===== config.mk =====
export PLATFORM = sky130hd
export DESIGN_NAME = gcd_rot_cell
export DESIGN_NICKNAME = d
export VERILOG_FILES = /design/src/hdl/gcd_pkg.sv /design/src/hdl/gcd_rot_cell.sv
export SDC_FILE = /design/constraint.sdc
export NUM_CORES = 1
export LEC_CHECK = 0
export ABC_CLOCK_PERIOD_IN_PS = 3950
export BUFFER_PORTS_ARGS = -buffer_cell sky130_fd_sc_hd__buf_2
export CAP_MARGIN = 15
export CORE_MARGIN = 8
export CORE_UTILIZATION = 35
export CTS_BUF_LIST = sky130_fd_sc_hd__clkbuf_4 sky130_fd_sc_hd__clkbuf_8
export DETAILED_ROUTE_END_ITERATION = 8
export GPL_TIMING_DRIVEN = 0
export PLACE_DENSITY = 0.51
export SKIP_CTS_REPAIR_TIMING = 1
export SLEW_MARGIN = 20
export SYNTH_ARGS = -nofsm -noshare
export SYNTH_HDL_FRONTEND = slang
export SYNTH_SLANG_ARGS = --single-unit
export TNS_END_PERCENT = 50

===== constraint.sdc =====
create_clock -name clk_i -period 3.95 [get_ports clk_i]
set_input_delay 0.1975 -clock clk_i [delete_from_list [all_inputs] [get_ports clk_i]]
set_output_delay 0.1975 -clock clk_i [all_outputs]
set_load 0.005 [all_outputs]

===== src/hdl/gcd_pkg.sv =====
`default_nettype none

package gcd_pkg;

  // CORDIC depth and word widths
  localparam int CORDIC_STEPS = 30;
  localparam int XW           = 34;   // CORDIC x/y, Q30 plus headroom
  localparam int ZW           = 35;   // angle accumulator, Q32 radians
  localparam int SW           = 32;   // sine/cosine word, Q30
  localparam int ROOT_STEPS   = 31;   // one result bit per root cell
  localparam int QW           = 62;   // root remainder and partial root
  localparam int RW           = 31;   // root result, Q30
  localparam int TW           = 33;   // clamped arc angle, unsigned Q32
  localparam int PW64         = 64;   // products of two sine words

  typedef logic signed [XW-1:0] coord_t;
  typedef logic signed [ZW-1:0] angle_t;
  typedef logic [QW-1:0]        root_t;

  localparam coord_t INV_GAIN = 34'sd652032874;           // 1/gain in Q30
  localparam logic signed [27:0] DEG_TO_RAD = 28'sd74961321; // pi/180 in Q32
  localparam logic [60:0] Q60_ONE = 61'd1 << 60;
  localparam logic [TW-1:0] THETA_MAX = 33'd6746518852;     // pi/2 in Q32

  localparam angle_t ATAN_TABLE [CORDIC_STEPS] = '{
    35'sd3373259426, 35'sd1991351318, 35'sd1052175346, 35'sd534100635,
    35'sd268086748,  35'sd134174063,  35'sd67103403,   35'sd33553749,
    35'sd16777131,   35'sd8388597,    35'sd4194303,    35'sd2097152,
    35'sd1048576,    35'sd524288,     35'sd262144,     35'sd131072,
    35'sd65536,      35'sd32768,      35'sd16384,      35'sd8192,
    35'sd4096,       35'sd2048,       35'sd1024,       35'sd512,
    35'sd256,        35'sd128,        35'sd64,         35'sd32,
    35'sd16,         35'sd8
  };

endpackage

`default_nettype wire


===== src/hdl/gcd_rot_cell.sv =====
`default_nettype none

module gcd_rot_cell #(
  parameter int STEP = 0
) (
  input  logic            clk_i,
  input  logic            en_i,
  input  gcd_pkg::coord_t x_i,
  input  gcd_pkg::coord_t y_i,
  input  gcd_pkg::angle_t z_i,
  output gcd_pkg::coord_t x_o,
  output gcd_pkg::coord_t y_o,
  output gcd_pkg::angle_t z_o
);
  import gcd_pkg::*;

  coord_t dx, dy;
  coord_t x_d, y_d, x_q, y_q;
  angle_t z_d, z_q;

  assign dx = y_i >>> STEP;
  assign dy = x_i >>> STEP;

  // rotate toward zero residual angle
  always_comb begin
    if (!z_i[ZW-1]) begin
      x_d = x_i - dx;
      y_d = y_i + dy;
      z_d = z_i - ATAN_TABLE[STEP];
    end else begin
      x_d = x_i + dx;
      y_d = y_i - dy;
      z_d = z_i + ATAN_TABLE[STEP];
    end
  end

  always_ff @(posedge clk_i) begin
    if (en_i) begin
      x_q <= x_d;
      y_q <= y_d;
      z_q <= z_d;
    end
  end

  assign x_o = x_q;
  assign y_o = y_q;
  assign z_o = z_q;

endmodule

`default_nettype wire


==> Yosys cells after proc, flatten, opt, wreduce, memory -nomap -nowiden <==
Index checks and enable logic that the tools add are counted.
{ "word_totals": {"reg_bits": 103, "inputBits": 105, "output_inout_bits": 103, "elab_cells": 11} }
{ "classes": {"n_addsub": 5, "mux": 3} }
{ "op_table": {"columns": ["operator", "n"], "rows": [
  ["$mux W34", 2],
  ["$sub A34 B34 Y34", 2],
  ["$add A35 B33 Y35 const B", 1],
  ["$mux W35", 1],
  ["$sub A35 B33 Y35 const B", 1],
  ["$add A34 B34 Y34", 1]
]} }

==> Logic depth before layout (Yosys ltp) <==
{ "depth": {"word_depth": 2, "depth_mapped": 14, "ltp_nobuf": 13} }

==> Worst setup path after synthesis <==
OpenSTA, ideal clock, no wires.
{ "synth_path": {"path_kind": "input port to flip-flop", "from": "in z_i[34]", "to": "reg z_q[31], in the netlist z_o[31], data pin", "arrival_ps": 3300, "t_required_ps": 3692, "path_slack_ps": 392, "cell_stages": 13, "path_buffers": 1, "cell_sequence": "inv_2 > clkbuf_1 > ha_1 > and2_1 > nor3b_2 > a21boi_1 > or3_1 > a221o_1 > a221o_1 > a31o_1 > o21a_1 > nor2_2 > xnor2_1"} }
{ "synth_via": {"elab_chain_len": 1} }
{ "synth_rtl": {"columns": ["element", "line", "source"], "rows": [
  ["start, declared", "gcd_rot_cell.sv:10", "input gcd_pkg::angle_t z_i,"],
  ["$mux W35", "gcd_rot_cell.sv:26", "if (!z_i[ZW-1]) begin"],
  ["via z_d[31]", "gcd_rot_cell.sv:19", "angle_t z_d, z_q;"],
  ["end signal, assigned", "gcd_rot_cell.sv:41", "z_q <= z_d;"],
  ["end, declared", "gcd_rot_cell.sv:19", null]
]} }
The timed path passes the listed nets, and every way through them passes these cells.
A chain may end at the register's enable or synchronous reset.

==> Final worst setup path <==
{ "layout_path": {"from": "in z_i[34]", "to": "reg z_q[28], in the netlist z_o[28], data pin"} }
The elaborated chain is that of the path after synthesis.

==> run summary <==
STATUS
--------------------------------------------------------------------------------
Result of the run                                                   finished, final reports clean

CTS
--------------------------------------------------------------------------------
Number of H-tree levels                                                        3
Total number of clock tree sinks                                             102
Clock transition at the registers of the reported paths                  0.13 ns
TritonCTS clock tree                                                         yes
Max Buffers Root-to-Sink                                                       2
CTS root buf                                                        sky130_fd_sc_hd__clkbuf_8
Number of clock buffers inserted by TritonCTS                                  9

RUN
--------------------------------------------------------------------------------
Max-capacitance violation count                                                0

LAYOUT
--------------------------------------------------------------------------------
Most common cell after layout, fill and taps aside                  sky130_fd_sc_hd__buf_2
Filler-free cell count of the finished design                               1759
Final layout net count                                                      1610
Layout overhead on the synthesized area                                    17.9%
Fraction of layout instances using a drive strength above 1                19.1%
Util after Layout                                                          41.7%
Commonest cells after routing, fill and taps aside                  211 x sky130_fd_sc_hd__buf_2, 134 x sky130_fd_sc_hd__a21oi_1, 132 x sky130_fd_sc_hd__ha_1, 106 x sky130_fd_sc_hd__inv_1, 102 x sky130_fd_sc_hd__edfxtp_1

TIMING
--------------------------------------------------------------------------------
Hold WS                                                                0.0777 ns
Slew HR                                                                    34.5%
Post-route clock period utilization                                        94.5%
Fin worst setup slack                                                   0.217 ns
# setup viols final                                                            0
Count of endpoints failing hold in the final timing report                     0
Max Freq                                                                 268 MHz
RSZ-0062 raised after global routing                                       false
Final max-slew violation count                                                 0
Tightest Pin Transition                                                 0.983 ns
Minimum clock period                                                     3.73 ns

GLOBAL ROUTE
--------------------------------------------------------------------------------
Number of global-route vias before repair                                   9296
Wire length of the first global-routing pass                            49400 um
Total congestion overflow after global routing                                 0
All-layer global routing usage                                             18.3%
Number of antenna violations at the first check in global routing              2
Largest net degree at the start of global routing                             68

DRT
--------------------------------------------------------------------------------
Detailed Routing Iterations Pass 1                                             6
Number of vias in the routed layout                                         9224
Detailed-route vias per instance                                            5.24
Routed wire length per instance                                          18.6 um
Number of DRC markers in iteration 0                                         749
Wirelength, routed                                                      32700 um
DRC errors left                                                                0
Final antenna-violating net count                                              0

WORST HOLD PATH
--------------------------------------------------------------------------------
Source of the worst hold timing path                                      z_i[1]
Path type of the worst min-delay path                                  in -> reg

POWER AND IR DROP
--------------------------------------------------------------------------------
Leakage                                                               0.00537 uW
Worst voltage drop across the vdd grid                                  0.159 mV
Power per unit of standard cell area                                  317 mW/mm2
Total power consumption of the routed design                             3790 uW

PLACE
--------------------------------------------------------------------------------
Routability congestion estimate                                            0.922
Half-perimeter wire length of the detailed placement result             26000 um
Instance count after placement with tap cells included                      1741
IO Port Bufs                                                                 207
Setup slack after placement                                            -0.432 ns

WORST SETUP PATH
--------------------------------------------------------------------------------
Worst setup EP type                                                         flop
Arrival time worst endpoint                                              3.92 ns
Critical Path Sink                                                       z_o[28]
Worst Setup Start Kind                                              primary input
Setup Crit Path Kind                                                   in -> reg
Launch point of the worst path                                           z_i[34]
Endpoint required time on the critical path                              4.14 ns
Highest net fanout along the worst path                                       20

LOGIC SYNTHESIS
--------------------------------------------------------------------------------
Synth Net Count                                                             1389
Share of the yosys chip area belonging to registers                        30.3%
FF+latch count, synth                                                        102
Post-Syn Area                                                         0.0101 mm2
Most used flip-flop cell after synthesis                            sky130_fd_sc_hd__edfxtp_1
Cells after synthesis                                                       1148
Number of enable flip-flop cells after synthesis                             102
Mean Syn Cell Area                                                      8.82 um2
Asr flop ratio synth                                                          0%
Yosys warnings                                                                 0
Cell variety after synth                                                      78

FLOORPLANNING
--------------------------------------------------------------------------------
IO Pins                                                                      208
Die boundary height                                                       186 um
Die width                                                                 186 um
Initial core utilization                                                   35.4%
Placement row count                                                           62
Area of the die                                                       0.0346 mm2
Placeable Area                                                        0.0286 mm2

cells in the mapped netlist, types with 17 or more instances:
cell                         n  area, um2
sky130_fd_sc_hd__o21bai_1   23        173
sky130_fd_sc_hd__inv_1     106        398
sky130_fd_sc_hd__a21o_1     35        263
sky130_fd_sc_hd__edfxtp_1  102       3060
sky130_fd_sc_hd__a21oi_1   134        671
sky130_fd_sc_hd__nand2_1    57        214
sky130_fd_sc_hd__nor2_1     99        372
sky130_fd_sc_hd__o21ai_0    63        315
sky130_fd_sc_hd__xnor2_1    75        657
sky130_fd_sc_hd__clkbuf_1   27        101
sky130_fd_sc_hd__mux2i_1    20        200
sky130_fd_sc_hd__nor3_1     22        110
sky130_fd_sc_hd__o21a_1     17        128
sky130_fd_sc_hd__ha_1      132       1650
sky130_fd_sc_hd__xor2_1     17        149
layer usage:
| layer | global-route usage [%] | share of wire [%] | vias to the layer above |
|---|---|---|---|
| met4 | 6.13 | 2.3 | 2 |
| met1 | 22.9 | 44 | 4276 |
| li1 | - | - | 4585 |
| met2 | 30.7 | 47 | 318 |
| met5 | 0 | 0.043 | - |
| met3 | 4.08 | 7.0 | 43 |
worst min path at each step:
| stage | end | slack [ns] | depth (start not counted) |
|---|---|---|---|
| 5_1_grt | z_o[1] | 0.05 | 2 |
| 2_1_floorplan | z_o[0] | 0.30 | 0 |
| 6_report | z_o[1] | 0.08 | 2 |
| 3_3_place_gp | z_o[0] | 0.37 | 1 |
| 3_5_place_dp | z_o[0] | 0.38 | 1 |
| 4_1_cts | z_o[0] | -0.08 | 1 |
area by class of cell:
type                       instances  area [um2]
sequential                       102        3060
clock buffer                       9         124
tap                              384         480
inverter                         111         417
clock inverter                     7        96.3
antenna                            1        2.50
multi-input combinational        890        6460
fill                            2915       16700
buffer                            45         189
timing repair buffer             210        1110
flip-flops by register name (all words and copies together) (netlist names):
register  count
x_o          34
y_o          33
z_o          35
metrics by stage:
| stage | cell area [um2] | setup TNS [ns] |
|---|---|---|
| after floorplan | 10100 | 0 |
| after global placement | 11600 | -17.21 |
| after detailed placement | 11700 | -2.66 |
| after CTS | 11900 | 0 |
| after global routing | 11900 | 0 |
| final | 11900 | 0 |
critical path: stages:
cell                        delay (ns)
sky130_fd_sc_hd__clkbuf_4         0.27
sky130_fd_sc_hd__inv_2            0.25
sky130_fd_sc_hd__clkbuf_2         0.38
sky130_fd_sc_hd__buf_16           0.22
sky130_fd_sc_hd__ha_1             0.24
sky130_fd_sc_hd__a21o_1           0.19
sky130_fd_sc_hd__a21oi_2          0.21
sky130_fd_sc_hd__nor4_1           0.08
sky130_fd_sc_hd__or3_1            0.44
sky130_fd_sc_hd__a41o_1           0.34
sky130_fd_sc_hd__a2111oi_2        0.48
sky130_fd_sc_hd__o22ai_1          0.20
sky130_fd_sc_hd__o21a_1           0.19
sky130_fd_sc_hd__nor2_1           0.11
sky130_fd_sc_hd__xnor2_1          0.07
kinds of logic after synthesis:
logic type | after synthesis | synth area share, %
AOI/OAI and AO/OA | 383 | 24.7
xor gates and xnor gates | 92 | 7.96
adders and majority gates | 136 | 17.1
buffers and inverters | 156 | 5.97
DFF | 102 | 30.3
muxes | 20 | 1.98
and+or+nand+nor | 259 | 12.1
report_power, final:
| group | internal [uW] | switching [uW] |
|---|---|---|
| Combinational | 627 | 919 |
| Clock | 314 | 452 |
| Sequential | 1430 | 40.5 |
(Power assumes the default switching activity.)
