==> config.mk <==
export PLATFORM = sky130hd
export DESIGN_NAME = gcd_sqrt_cell
export DESIGN_NICKNAME = d
export VERILOG_FILES = /design/src/hdl/gcd_pkg.sv /design/src/hdl/gcd_sqrt_cell.sv
export SDC_FILE = /design/constraint.sdc
export NUM_CORES = 1
export LEC_CHECK = 0
export BUFFER_PORTS_ARGS = -buffer_cell sky130_fd_sc_hd__buf_2
export CAP_MARGIN = 25
export CORE_UTILIZATION = 45
export DETAILED_ROUTE_END_ITERATION = 16
export GPL_TIMING_DRIVEN = 0
export MAX_ROUTING_LAYER = met4
export PLACE_DENSITY = 0.67
export SLEW_MARGIN = 20
export SYNTH_ARGS = -nofsm -noshare
export SYNTH_HDL_FRONTEND = slang
export SYNTH_SLANG_ARGS = --single-unit
==> constraint.sdc <==
create_clock -name clk_i -period 3.3 [get_ports clk_i]
set_input_delay 0.165 -clock clk_i [delete_from_list [all_inputs] [get_ports clk_i]]
set_output_delay 0.165 -clock clk_i [all_outputs]
set_load 0.01 [all_outputs]
==> src/hdl/gcd_pkg.sv <==
`default_nettype none

package gcd_pkg;

  // CORDIC depth and word widths
  localparam int CORDIC_STEPS = 30;
  localparam int XW           = 34;   // CORDIC x/y, Q30 plus headroom
  localparam int ZW           = 35;   // angle accumulator, Q32 radians
  localparam int SW           = 32;   // sine/cosine word, Q30
  localparam int ROOT_STEPS   = 31;   // one result bit per root cell
  localparam int QW           = 62;   // root remainder and partial root
  localparam int RW           = 31;   // root result, Q30
  localparam int TW           = 33;   // clamped arc angle, unsigned Q32
  localparam int PW64         = 64;   // products of two sine words

  typedef logic signed [XW-1:0] coord_t;
  typedef logic signed [ZW-1:0] angle_t;
  typedef logic [QW-1:0]        root_t;

  localparam coord_t INV_GAIN = 34'sd652032874;           // 1/gain in Q30
  localparam logic signed [27:0] DEG_TO_RAD = 28'sd74961321; // pi/180 in Q32
  localparam logic [60:0] Q60_ONE = 61'd1 << 60;
  localparam logic [TW-1:0] THETA_MAX = 33'd6746518852;     // pi/2 in Q32

  localparam angle_t ATAN_TABLE [CORDIC_STEPS] = '{
    35'sd3373259426, 35'sd1991351318, 35'sd1052175346, 35'sd534100635,
    35'sd268086748,  35'sd134174063,  35'sd67103403,   35'sd33553749,
    35'sd16777131,   35'sd8388597,    35'sd4194303,    35'sd2097152,
    35'sd1048576,    35'sd524288,     35'sd262144,     35'sd131072,
    35'sd65536,      35'sd32768,      35'sd16384,      35'sd8192,
    35'sd4096,       35'sd2048,       35'sd1024,       35'sd512,
    35'sd256,        35'sd128,        35'sd64,         35'sd32,
    35'sd16,         35'sd8
  };

endpackage

`default_nettype wire

==> src/hdl/gcd_sqrt_cell.sv <==
`default_nettype none

module gcd_sqrt_cell #(
  parameter int STEP = 0
) (
  input  logic           clk_i,
  input  logic           en_i,
  input  gcd_pkg::root_t n_i,
  input  gcd_pkg::root_t res_i,
  output gcd_pkg::root_t n_o,
  output gcd_pkg::root_t res_o
);
  import gcd_pkg::*;

  localparam root_t BIT = {{(QW-1){1'b0}}, 1'b1} << (2 * (ROOT_STEPS - 1 - STEP));

  root_t trial;
  root_t n_d, res_d, n_q, res_q;

  assign trial = res_i + BIT;

  // decide one result bit
  always_comb begin
    if (n_i >= trial) begin
      n_d   = n_i - trial;
      res_d = (res_i >> 1) + BIT;
    end else begin
      n_d   = n_i;
      res_d = res_i >> 1;
    end
  end

  always_ff @(posedge clk_i) begin
    if (en_i) begin
      n_q   <= n_d;
      res_q <= res_d;
    end
  end

  assign n_o   = n_q;
  assign res_o = res_q;

endmodule

`default_nettype wire

# Yosys cells after proc, flatten, opt, wreduce, memory -nomap -nowiden

Index checks and enable logic that the tools add are counted.
W data, S select, Z words.

Word-level logic and storage cells: 9
Flip-flop bits (word level): 124
Bits of input ports: 126

Muxes and demuxes: 2
Add/subtract/negate cells: 3
$lt $le $gt $ge: 1

Operator list:

| cell                     | count |
|---|---|
| $add A61 B61 Y62 const B | 1 |
| $add A62 B61 Y62 const B | 1 |
| $ge A62 B62 Y1           | 1 |
| $mux W62                 | 1 |
| $sub A62 B62 Y62         | 1 |
| $mux W61                 | 1 |

# Longest topological paths before layout

Gate-level depths: netlist of run 1.

Depth after elaboration: 3
Depth in mapped cells: 15

# Worst setup path after synthesis of run 1

Ideal clock, no wire load.

Path type: input -> register
Start: input port n_i[0]
End: register n_q[13], in the netlist n_o[13] (data pin)
Path buffers: 1
Library setup time: 0.260 ns
Required time: 3.040 ns
Cell stages on the path: 14
Setup slack: 0.248 ns
Arrival: 2.791 ns
Path through: inv_1 ha_1 inv_1 fa_1 a211oi_2 o21ai_2 o2111ai_2 a211oi_1 or3b_4 and2_4 a31oi_4 nand2_2 buf_6 mux2_4

Word-level cells in the longest chain between the ends: 2
Elaborated cells between the ends (all ways): 3

Ends and longest elaborated chain:

| element                                            | line                                     | text |
|---|---|---|
| from (decl)                                        | gcd_sqrt_cell.sv:8                       | `input gcd_pkg::root_t n_i,` |
| $sub A62 B62 Y62 or $ge A62 B62 Y1 (tied branches) | gcd_sqrt_cell.sv:25, gcd_sqrt_cell.sv:24 |  |
| $mux W62 (*)                                       | gcd_sqrt_cell.sv:24                      | `if (n_i >= trial) begin` |
| via n_d[13]                                        | gcd_sqrt_cell.sv:18                      | `root_t n_d, res_d, n_q, res_q;` |
| to (signal assigned)                               | gcd_sqrt_cell.sv:35                      | `n_q <= n_d;` |
| to (decl)                                          | gcd_sqrt_cell.sv:18                      |  |

Mark *: on every way through the listed nets, which the timed path passes. The rest lies on a longest branch.
A chain may end at the register's enable or synchronous reset.

# Final worst setup path of run 1

Start: input port res_i[23]
End: register n_q[61], in the netlist n_o[61] (data pin)

Word-level cells in the longest chain between the ends: 3
Elaborated cells between the ends (all ways): 4

Ends and longest elaborated chain:

| element                                            | line                                     | text |
|---|---|---|
| from (decl)                                        | gcd_sqrt_cell.sv:9                       | `input gcd_pkg::root_t res_i,` |
| $add A62 B61 Y62 (*)                               | gcd_sqrt_cell.sv:20                      | `assign trial = res_i + BIT;` |
| $sub A62 B62 Y62 or $ge A62 B62 Y1 (tied branches) | gcd_sqrt_cell.sv:25, gcd_sqrt_cell.sv:24 |  |
| $mux W62 (*)                                       | gcd_sqrt_cell.sv:24                      |  |
| via n_d[61]                                        | gcd_sqrt_cell.sv:18                      |  |

Marks and branches as above.

==> impl_metrics.csv, run 1 <==
group,metric,value,unit
synthesis,synthCells,877,
power_and_ir_drop,p_leak,5.093,nW
timing,tightest_slew,517.6,ps
synthesis,syn_area_per_cell,9.709,sq um
floorplan,die_area,19480,sq um
placement,io_buffers,249,
timing,timing.slew.headroom,0.6549,
setup_path,worst-setup-path-type,"in -> reg",
floorplan,io-pin-count,250,
synthesis,ys_ff_latch,124,
drt,wirelength,25290,microns
global_routing,grt_overflow,0,
global_routing,grtUsageTotal,0.2700,
power_and_ir_drop,ir_drop,0.3564,mV
floorplan,coreArea,18270,sq um
cts,clockBufferDepth,2,
synthesis,synth_top_area_frac,0.4373,
synthesis,synth_seq_area_share,0.4373,
timing,worst_slack,118.1,ps
setup_path,worstPathArrival,3350,ps
timing,finalMaxSlewViolations,0,
min_path,min-delay-path-class,"in -> reg",
placement,place_ws,-397.6,ps
setup_path,path_max_fanout,5,
min_path,holdPathStages,2,
synthesis,synth_area_leaders,"edfxtp_1 44%, ha_1 9.1%, a21oi_1 7.5%",
floorplan,dieWidth,139.6,microns
synthesis,synth_flop_cell,"edfxtp_1",
floorplan,die_y,139.6,microns
cts,cts_made_buffers,17,
cts,htreeDepth,4,
drt,first_pass_iters,5,
timing,final.setup.tns,0,ps
timing,hold_violations,0,
drt,num_vias,7846,
cts,cts-root-buf,"clkbuf_16",
floorplan,floorplan.initialDensity,0.4660,
cts,clock-sinks,124,
drt,wire_per_inst,17.43,microns
cts,path_clk_slew,60,ps
run,cap_violations,0,
global_routing,grt_pass1_vias,7880,
timing,fin_hold_ws,60.12,ps
synthesis,syn_nets,1066,
power_and_ir_drop,power_density,489.7,nW/um^2
drt,drc,0,
drt,ant_nets,0,
drt,viasPerCell,5.407,
synthesis,synth_common_cells,"127 x a21oi_1, 124 x edfxtp_1, 86 x nor2_1",
run_status,status,"finished, final reports clean",
global_routing,grt_max_degree,73,
setup_path,crit_path_start_kind,"input pin",
timing,fin_crit_sh,0.9642,
synthesis,synth_most_common_cell,"a21oi_1",
global_routing,grt_pass1_wl,39900,microns
placement,placed_area,10080,sq um
finish,drive_gt1_frac,0.2883,
synthesis,synth_top_cell_by_area,"edfxtp_1",
floorplan,rows,49,
timing,fmax,0.3143,GHz
timing,final-setup-viol-count,0,
min_path,whs_endpoint,"n_o[57]",
timing,fin_crit,3182,ps
synthesis,synth_edf_count,124,
synthesis,ys_types,66,
finish,finalNetCount,1397,
placement,place_hpwl,18980,microns
synthesis,yosys_warnings,0,
synthesis,netlist_area,8514,sq um
finish,final_design_area_no_fill,11410,sq um
synthesis,synthArstFlopShare,0,
min_path,hold_path_startpoint,"n_i[57]",
cts,cts_tree,"done",
finish,area_growth,33.98,%
placement,gp_congestion,0.9191,
setup_path,worst_setup_path_end_kind,"register",
drt,drtIter0Drc,412,
global_routing,antenna_found_initial,1,
setup_path,cp.required,3470,ps
[power breakdown]
part	switching (mW)	total (mW)	leakage (nW)	internal (mW)
logic	0.937	1.64	3.59	0.700
registers	0.0429	2.01	1.21	1.97
clock network	0.745	1.94	0.284	1.19
total	1.72	5.59	5.09	3.86
[sequential cells by signal (all words and copies together), names as in the netlist]
name	count
n_o	62
res_o	62
[cells in the final DEF, fill, tap and decap left out, drive strengths merged, types with 24 or more instances in the layout]
cell type | Yosys | layout
clkbuf | 13 | 27
dlygate4sd3 | 0 | 60
a21oi | 127 | 127
inv | 77 | 79
nand2 | 71 | 71
edfxtp | 124 | 124
buf | 15 | 272
a21o | 24 | 24
o21ai | 41 | 41
ha | 62 | 62
nor2 | 86 | 86
xnor2 | 36 | 36
[worst max path at each step]
| stage | slack (ps) | cells past startpoint | end | startpoint |
|---|---|---|---|---|
| finish | 120 | 14 | n_o[61] | res_i[23] |
| CTS | 6 | 14 | n_o[42] | res_i[58] |
| detailed placement | -400 | 14 | n_o[61] | res_i[10] |
| global placement | -400 | 14 | n_o[61] | res_i[10] |
| global route | -10 | 14 | n_o[61] | res_i[23] |
| floorplan | 250 | 14 | n_o[13] | n_i[0] |
[cell families after synthesis]
group / count (synthesis) / synth area share
mux: 18 / 0.03115
xor+xnor: 57 / 0.05863
simple gates: 242 / 0.1302
fa+ha+maj: 63 / 0.09346
buf+inv: 105 / 0.05320
compound gates: 268 / 0.1960
flops: 124 / 0.4373
[metrics by stage]
step / total power [mW] / std cells / utilization
after floorplan: 3.039 / 877 / -
after global placement: 3.575 / 1355 / 0.5499
after detailed placement: 3.583 / 1356 / 0.5518
after CTS: 5.583 / 1448 / 0.6175
after global routing: 5.847 / 1451 / 0.6244
final: 5.587 / 1451 / 0.6244
[layer usage]
layer | part of all wire | vias to the layer above | GRT usage
met4 | 0.022 | 0 | 0.09832
met5 | 0 | - | -
met3 | 0.058 | 37 | 0.04818
met1 | 0.45 | 3643 | 0.3376
li1 | - | 3874 | -
met2 | 0.47 | 292 | 0.4382
[critical path: stages]
cell and delay (ps):
dlygate4sd3_1 520, buf_2 110, inv_1 50, ha_1 360, nand2_1 130, nor2_1 220, o2111ai_1 180, a31oi_2 270
o21ai_2 160, o31ai_4 300, a41oi_2 260, o21a_1 260, xnor2_1 120, mux2_4 250
[what timing repair did]
action / in CTS / in global routing
hold buffers: 60 / 0
endpoints found under the setup margin: 0 / 62
resized for setup: 0 / 30
endpoints found under the hold margin: 60 / 0
setup buffers: 0 / 4
[cell type report]
type                            count  area [sq um]
Buffer                             26         165.2
Fill cell                        1628          6863
Inverter                           77         289.0
Multi-Input combinational cell    648          4431
Clock inverter                     13         166.4
Clock buffer                       19         432.9
Tap cell                          229         286.5
Sequential cell                   124          3724
Timing Repair Buffer              314          1911
Antenna cell                        1         2.502
Note: power is estimated with default switching activity, not from simulation.
==> inputs of run 2 (changes only) <==
Clock period 3.3 ns to 3.4 ns, I/O delays scaled along.
==> impl_metrics.csv, run 2 (same netlist as run 1, synthesis figures left out) <==
group,metric,value,unit
setup_path,cp.required,3580,ps
finish,final_common_cell,"buf_2",
run_status,status,"finished, final reports clean",
finish,mostFrequentLayoutCells,"256 x buf_2, 124 x edfxtp_1, 123 x a21oi_1, 84 x nor2_1, 77 x inv_1",
min_path,holdPathStages,2,
global_routing,grt_pass1_wl,39610,microns
setup_path,cp-startpoint,"res_i[24]",
timing,rsz0062_at_grt,"yes",
drt,first_pass_iters,5,
timing,hold_violations,0,
power_and_ir_drop,ir_drop,0.3495,mV
setup_path,worst-setup-path-type,"in -> reg",
finish,area_growth,33.46,%
placement,io_buffers,249,
finish,finalNetCount,1391,
timing,fin_crit_sh,0.9625,
cts,clockBufferDepth,2,
timing,final.setup.tns,0,ps
cts,cts_tree,"done",
finish,regArea,3724,sq um
power_and_ir_drop,power_density,476.2,nW/um^2
setup_path,path_max_fanout,6,
power_and_ir_drop,power,5.412,mW
cts,cts_made_buffers,17,
global_routing,grt_overflow,0,
timing,tightest_slew,522.9,ps
placement,placed_area,10080,sq um
floorplan,dieWidth,139.6,microns
finish,final_design_area_no_fill,11360,sq um
cts,clock-sinks,124,
global_routing,grt_max_degree,73,
timing,timing.slew.headroom,0.6514,
floorplan,die_area,19480,sq um
finish,drive_gt1_frac,0.2872,
timing,fin_hold_ws,62.60,ps
drt,num_vias,7754,
global_routing,grt_pass1_vias,7810,
placement,gp_congestion,0.9191,
drt,drc,0,
cts,htreeDepth,4,
floorplan,io-pin-count,250,
finish,fill_cells,1633,
cts,path_clk_slew,60,ps
timing,fin_crit,3272,ps
timing,finalMaxSlewViolations,0,
drt,wire_per_inst,17.39,microns
global_routing,antenna_found_initial,1,
floorplan,die_y,139.6,microns
setup_path,crit_path_start_kind,"input pin",
floorplan,coreArea,18270,sq um
setup_path,crit_end,"n_o[61]",
global_routing,grtUsageTotal,0.2684,
cts,cts-root-buf,"clkbuf_16",
timing,final-setup-viol-count,0,
drt,ant_nets,0,
placement,place_hpwl,18980,microns
drt,wirelength,25130,microns
power_and_ir_drop,p_leak,5.069,nW
setup_path,worstPathArrival,3450,ps
floorplan,floorplan.initialDensity,0.4660,
finish,finish.utilization,0.6220,
floorplan,rows,49,
drt,drtIter0Drc,471,
run,cap_violations,0,
drt,viasPerCell,5.366,
setup_path,worst_setup_path_end_kind,"register",
finish,multi_input_comb_area,4429,sq um
timing,fmax,0.3056,GHz
min_path,min-delay-path-class,"in -> reg",
[run 2: cell types whose count changed in the layout (fill, tap and decap cells not counted), sizes merged]
cell / delta
clkbuf: +1
buf: -7
[run 2: routing by layer]
metal  global-route usage  share of wire  up-vias
met3              0.04783          0.057       35
met4              0.09601          0.023        0
met5                    -              0        -
met2               0.4345           0.46      271
li1                     -              -     3858
met1               0.3374           0.46     3590
[run 2: power breakdown]
group          leakage [nW]  internal, mW  switching, mW
clock network         0.284          1.16          0.723
registers              1.21          1.91         0.0425
logic                  3.57         0.673          0.904
total                  5.07          3.74           1.67
[run 2: worst min-delay path by stage]
| stage | start | to | slack (ps) |
|---|---|---|---|
| CTS | n_i[4] | n_o[4] | 50 |
| finish | n_i[57] | n_o[57] | 60 |
| detailed placement | res_i[36] | res_o[35] | 360 |
| global placement | res_i[41] | res_o[40] | 360 |
| floorplan | res_i[1] | res_o[0] | 270 |
| global route | n_i[55] | n_o[55] | 50 |
[run 2: worst max-delay path: stages]
cell and delay, ps:
dlygate4sd3_1 520, buf_2 120, inv_1 40, ha_1 390
nand2_1 140, nor2_1 220, o2111ai_1 180, a31oi_2 280
o21ai_2 160, o31ai_4 310, a41oi_2 260, o21a_1 250
xnor2_1 120, mux2_4 250
[run 2: area by class of cell]
type                       count  area share
buffer                        24     0.01343
clock buffer                  19     0.03810
multi-input combinational    648      0.3898
antenna                        1   0.0002202
inverter                      77     0.02543
sequential                   124      0.3277
timing repair buffer         310      0.1655
clock inverter                13     0.01464
tap                          229     0.02521
[run 2: timing repair]
action,4_1_cts,5_1_grt
resized for setup,0,24
hold buffers,60,0
hold endpoints to repair,60,0
setup endpoints to repair,0,62
buffers inserted,0,0
[run 2: metrics by stage]
step                      worst slack (ps)  std cells
final                                127.5       1445
after global routing                -28.67       1445
after CTS                            12.45       1448
after detailed placement            -302.6       1356
after global placement              -306.8       1355
after floorplan                      343.4        877
